===== config.mk =====
export PLATFORM = sky130hd
export DESIGN_NAME = kct_cell
export DESIGN_NICKNAME = d
export VERILOG_FILES = /design/src/design/kct_pkg.sv /design/src/design/kct_cell.sv
export SDC_FILE = /design/constraint.sdc
export NUM_CORES = 1
export LEC_CHECK = 0
export ABC_AREA = 0
export ABC_CLOCK_PERIOD_IN_PS = 7800
export BUFFER_PORTS_ARGS = -buffer_cell sky130_fd_sc_hd__buf_2
export CAP_MARGIN = 20
export CORE_MARGIN = 2
export CORE_UTILIZATION = 51
export DETAILED_ROUTE_END_ITERATION = 16
export GPL_TIMING_DRIVEN = 0
export PLACE_DENSITY = 0.86
export RECOVER_POWER = 100
export SETUP_SLACK_MARGIN = 0.1
export SLEW_MARGIN = 40
export SYNTH_ARGS = -nofsm -noshare
export SYNTH_HDL_FRONTEND = slang
export SYNTH_SLANG_ARGS = --single-unit

===== constraint.sdc =====
create_clock -name clk -period 7.8 [get_ports clk]
set_input_delay 1.95 -clock clk [delete_from_list [all_inputs] [get_ports clk]]
set_output_delay 1.95 -clock clk [all_outputs]
set_load 0.01 [all_outputs]

===== src/design/kct_pkg.sv =====
// shared types and constants for the keyed counter table
`default_nettype none
package kct_pkg;

    localparam int KEY_W = 31;
    localparam int CNT_W = 31;

    typedef logic [1:0] cmd_t;
    typedef logic [1:0] status_t;

    // command codes
    localparam cmd_t CMD_ADD = 2'd0;
    localparam cmd_t CMD_GET = 2'd1;
    localparam cmd_t CMD_SET = 2'd2;
    localparam cmd_t CMD_BAD = 2'd3;

    // status codes
    localparam status_t ST_OK   = 2'd0;
    localparam status_t ST_BAD  = 2'd1;
    localparam status_t ST_FULL = 2'd2;

    localparam logic [CNT_W-1:0] CNT_MAX = '1;

    // command word travelling down the chain of cells
    typedef struct packed {
        logic              vld;
        logic              done;
        cmd_t              cmd;
        logic [KEY_W-1:0]  key;
        logic [CNT_W-1:0]  data;
        status_t           status;
    } kct_tok_t;

endpackage
`default_nettype wire


===== src/design/kct_cell.sv =====
// one table entry: key, count and valid mark, plus its stage of the command chain
`default_nettype none
module kct_cell (
    input  wire logic             clk,
    input  wire logic             rst_n,
    input  wire logic             adv,
    input  wire kct_pkg::kct_tok_t tok_in,
    output kct_pkg::kct_tok_t     tok_out
);
    import kct_pkg::*;

    logic             ent_vld_reg, ent_vld_next;
    logic [KEY_W-1:0] ent_key_reg, ent_key_next;
    logic [CNT_W-1:0] ent_cnt_reg, ent_cnt_next;
    kct_tok_t         tok_reg, tok_next;

    // entries fill from the low end, so the first free cell means the key is absent
    always_comb
    begin
        tok_next     = tok_in;
        ent_vld_next = ent_vld_reg;
        ent_key_next = ent_key_reg;
        ent_cnt_next = ent_cnt_reg;
        if (tok_in.vld && !tok_in.done)
        begin
            if (ent_vld_reg && (ent_key_reg == tok_in.key))
            begin
                tok_next.done   = 1'b1;
                tok_next.status = ST_OK;
                case (tok_in.cmd)
                    CMD_ADD:
                    begin
                        ent_cnt_next  = (ent_cnt_reg == CNT_MAX) ? ent_cnt_reg
                                                                 : ent_cnt_reg + 1'b1;
                        tok_next.data = ent_cnt_next;
                    end
                    CMD_GET: tok_next.data = ent_cnt_reg;
                    CMD_SET: ent_cnt_next = tok_in.data;
                    default: ;
                endcase
            end
            else if (!ent_vld_reg)
            begin
                tok_next.done   = 1'b1;
                tok_next.status = ST_OK;
                case (tok_in.cmd)
                    CMD_ADD:
                    begin
                        ent_vld_next  = 1'b1;
                        ent_key_next  = tok_in.key;
                        ent_cnt_next  = CNT_W'(1);
                        tok_next.data = CNT_W'(1);
                    end
                    CMD_GET: tok_next.data = '0;
                    CMD_SET:
                    begin
                        ent_vld_next = 1'b1;
                        ent_key_next = tok_in.key;
                        ent_cnt_next = tok_in.data;
                    end
                    default: ;
                endcase
            end
        end
    end

    // valid mark and chain stage
    always_ff @(posedge clk or negedge rst_n)
    begin
        if (!rst_n)
        begin
            ent_vld_reg <= 1'b0;
            tok_reg     <= '0;
        end
        else if (adv)
        begin
            ent_vld_reg <= ent_vld_next;
            tok_reg     <= tok_next;
        end
    end

    // entry payload
    always_ff @(posedge clk)
    begin
        if (adv)
        begin
            ent_key_reg <= ent_key_next;
            ent_cnt_reg <= ent_cnt_next;
        end
    end

    assign tok_out = tok_reg;

endmodule
`default_nettype wire


After elaboration in Yosys (flattened, before gate mapping) --
Cells that the tools add are included.
Storage, ports and cells: register bits after elaboration 131, input port bits 71, output and inout bits 68, word-level logic and storage cells 41
Operators by class: add/subtract/negate cells 1, eq/ne operators 5, muxes and demuxes 15, bitwise operators 2, reductions and logical operators 9
Operator list (number):
- $pmux 31 s2 | 4
- $mux 33 | 3
- $mux 31 | 3
- $add 31x1->31 const B | 1
- $eq 31x31->1 | 1
- $eq 31x31->1 const B | 1
- $mux 1 | 5
- $reduce_and 5->1 | 1
- $reduce_and 4->1 | 1
- $reduce_and 3->1 | 1
- $eq 2x1->1 const B | 1
- $eq 2x2->1 const B | 1
- $logic_and 1x1->1 | 2
- $logic_not 2->1 | 1
- $ne 2x1->1 const B | 1
- $not 1->1 | 2
- $reduce_bool 2->1 | 1
- $reduce_or 2->1 | 1
- $logic_not 1->1 | 1

Longest topological paths before layout --
depth in word-level cells 5, gate-level depth with buffers 10, depth with buffers taken out 7

Worst setup path before layout --
No wires, ideal clock.
kind input to register, from in tok_in[59] (netlist name), to reg ent_cnt_reg[0] (enable), data arrival time 5300 ps, required time 7342 ps, slack 2043 ps, stages 6, path buffers 1, cell sequence xnor2_1 -> nand4_1 -> nor4_1 -> a21boi_0 -> clkbuf_1 -> nor3_1
On the way: cells in the longest elaborated chain, start to end 4
Ends and longest elaborated chain:
- start, declared | line kct_cell.sv:7 | input wire kct_pkg::kct_tok_t tok_in,
- $eq 31x31->1 | line kct_cell.sv:26 | if (ent_vld_reg && (ent_key_reg == tok_in.key))
- $logic_and 1x1->1 | line kct_cell.sv:26
- $ne 2x1->1 (no line)
- $reduce_and 4->1 (no line)
- end signal, assigned | line kct_cell.sv:88 | ent_cnt_reg <= ent_cnt_next;
- end, declared | line kct_cell.sv:14 | logic [CNT_W-1:0] ent_cnt_reg, ent_cnt_next;
No other way between the ends. A chain may end at the register's enable or synchronous reset.

Worst setup path in the final report --
from in tok_in[45] (netlist name), to reg ent_cnt_reg[4] (enable)
Same word-level chain as after synthesis.

==> impl_metrics.yaml <==
outcome:
  status: "complete, but fails checks"
  violations: "capacitance limit, slew limit"
final_layout:
  syn2layout_area_growth_pct: 20.7
  layout-drive-gt1-share_pct: 14.3
  diodes: 0
  fin_nets: 883
  final_cell_mix: "clkbuf_1 (148), dfrtp_1 (69), edfxtp_1 (62)"
  utilization_pct: 63.1
  layout_commonest_cell: "clkbuf_1"
  fin_cells: 1000
  largest_reg_flops: 68
clocking:
  cts.sink_count: 131
  post_cts_buffers: 0
  cts_root_buffer: "clkbuf_16"
  post_cts_resized: 0
  clkTransAtPathRegs_ns: 0.06
  clk_path_buf_depth: 2
  cts_inserted_buffers: 17
  holdBufCountCts: 0
  cts_tree: "done"
  ctsHtreeMaxLevel: 4
  clock_latency_ns: 0.43
setup_path:
  cp_common_cell: "clkbuf_1"
  path_buf_inv: 5
  worstPathRequired_ns: 7.90
  path_class: "in2reg"
  crit_family: "buffers and inverters"
  critPathCaptureType: "flip-flop"
  cpMaxStageDelayCell: "nor4_1"
  path_max_fanout: 10
  cpPeakStageDelay_ns: 0.95
  regToRegSetupSlack_ns: 3.56
  reg2reg_depth: 9
  cp_cell_sequence: "clkbuf_1 > xnor2_1 > nand4_1 > nor4_1 > a21boi_0 > clkbuf_1 > nor3_1 > clkbuf_1 > clkbuf_1 > clkbuf_1"
  r2r_start: "ent_key_reg[26]$_DFFE_PP_"
  arrival_ns: 5.64
  r2r-end: "ent_cnt_reg[4]$_DFFE_PP_"
  setup.worst_path.start_class: "input port"
timing:
  fmax_mhz: 181
  setup_ws_ns: 2.26
  period_needed_ns: 5.54
  final_hold_viol_count: 0
  rsz0062_at_grt: "false"
  slew_viol_final: 58
  holdWs_ns: 0.505
  slew_headroom_pct: -79.0
  min_period_over_period_pct: 71.0
  worst_pin_slew_ns: 2.69
  setup_viol_count_final: 0
  fin_skew_ns: 0.00752
die:
  ios: 139
  die_w_um: 121
  die_area_um2: 14600
  core-area_um2: 13300
  die_y_um: 121
  rows: 42
  start_util_pct: 52.2
hold_path:
  worstHoldStart: "tok_out[44]$_DFFE_PN0P_"
  worstHoldEndpoint: "tok_out[44]$_DFFE_PN0P_"
  hold_depth: 1
  min_path_type: "reg2reg"
synth:
  synth-edff-count: 62
  ys_types: 58
  synthesis.nets: 717
  ys_top_cells_by_area: "edfxtp_1 (27%), dfrtp_1 (25%), xnor2_1 (7.7%), mux2_2 (5.5%), nand2_1 (3.1%)"
  async_reset_ff_share_pct: 52.7
  yosysSeqAreaShare_pct: 51.7
  ys_ff_latch: 131
  synth_largest_area_cell: "edfxtp_1"
  yosys.area.top_type_share_pct: 26.8
  synth_cells: 645
  avgSynthCellArea_um2: 10.8
  synth_area_um2: 6950
  ys.flop_type: "dfrtp_1"
  yosys_warnings: 0
drt:
  wire_per_inst_um: 20.4
  ant_nets: 0
  first_pass_iters: 7
  wl_um: 20400
  route.detailed.drc: 0
  via_count: 6116
  drt_iter0_markers: 814
  vias_per_cell: 6.12
pwr:
  leakage_nw: 2.94
  ir_drop_mv: 0.146
  p_per_area_nw_per_um2: 215
grt:
  grt_max_degree: 49
  antenna_found_initial: 1
  grt_pass1_vias: 6025
  overflow: 0
  grtUsageTotal_pct: 29.0
  grt_first_pass_wirelength_um: 32200
placed_design:
  gp_congestion: 0.954
  dp_hpwl_um: 14500
  place_inst: 968
  pre_cts_slack_ns: 2.67
  port_buffers: 137
job:
  drv_cap: 2
## layer usage
metal | share of wire [%] | global-route usage, %
met2 | 47 | 47.1
met5 | 0.088 | 0
met1 | 40 | 37.1
met3 | 10 | 7.08
met4 | 3.4 | 12.1
## Yosys cell counts, types with 16 or more instances
cell	instances
mux2_2	34
xnor2_1	61
dfrtp_1	69
nand4_1	21
xor2_1	16
clkbuf_1	37
a31oi_1	17
o21ai_0	30
edfxtp_1	62
nor2b_1	17
nor2_1	45
nor3_1	17
nand2_1	58
o31ai_1	18
## power breakdown
| group | internal, mW | switching, mW |
|---|---|---|
| sequential | 0.761 | 0.0204 |
| combinational | 0.0707 | 0.114 |
| clock | 0.514 | 0.321 |
| total | 1.35 | 0.456 |
## worst reg2reg max path, delay by kind of cell, from the launching register on
kind	cells	cell delay [ns]
flops	1	0.39
xor+xnor	1	0.16
buf+inv	4	1.53
compound gates	1	0.42
simple gates	3	1.43
## final cells by class
type	instances	area [µm²]
multi-input cells	457	3140
repair buffers	147	597
clock inverters	14	175
fillers	1113	4910
inverters	12	45.0
plain buffers	45	179
well taps	176	220
flip-flops and latches	131	3590
clock buffers	18	439
## logic make-up (layout without fill, tap and decap cells)
logic type / after synthesis / in the layout / share of synthesized area, %
muxes: 36 / 36 / 5.80
buffers and inverters: 57 / 236 / 3.22
and+or+nand+nor: 217 / 217 / 16.2
xor gates and xnor gates: 77 / 77 / 9.71
DFF: 131 / 131 / 51.7
adders and majority gates: 1 / 1 / 0.180
AOI/OAI and AO/OA: 126 / 126 / 13.2
## through the flow
stage               power (mW)  TNS (ns)  instance area, µm²
detailed placement       0.989         0                7970
global placement         0.980     -2.02                7850
CTS                       1.81         0                8580
finish                    1.80         0                8380
floorplan                0.887         0                6950
global route              1.86         0                8380
## how the worst max path moves through the flow
stage	endpoint	from	depth (start not counted)	slack (ns)
2_1_floorplan	ent_cnt_reg[0]$_DFFE_PP_	tok_in[59]	6	2.04
3_3_place_gp	ent_cnt_reg[14]$_DFFE_PP_	tok_in[44]	7	-0.07
3_5_place_dp	ent_cnt_reg[7]$_DFFE_PP_	tok_in[48]	10	2.67
4_1_cts	ent_cnt_reg[4]$_DFFE_PP_	tok_in[38]	10	3.07
5_1_grt	tok_out[23]$_DFFE_PN0P_	rst_n	2	2.06
6_report	ent_cnt_reg[4]$_DFFE_PP_	tok_in[45]	10	2.26
(Power assumes the default switching activity.)
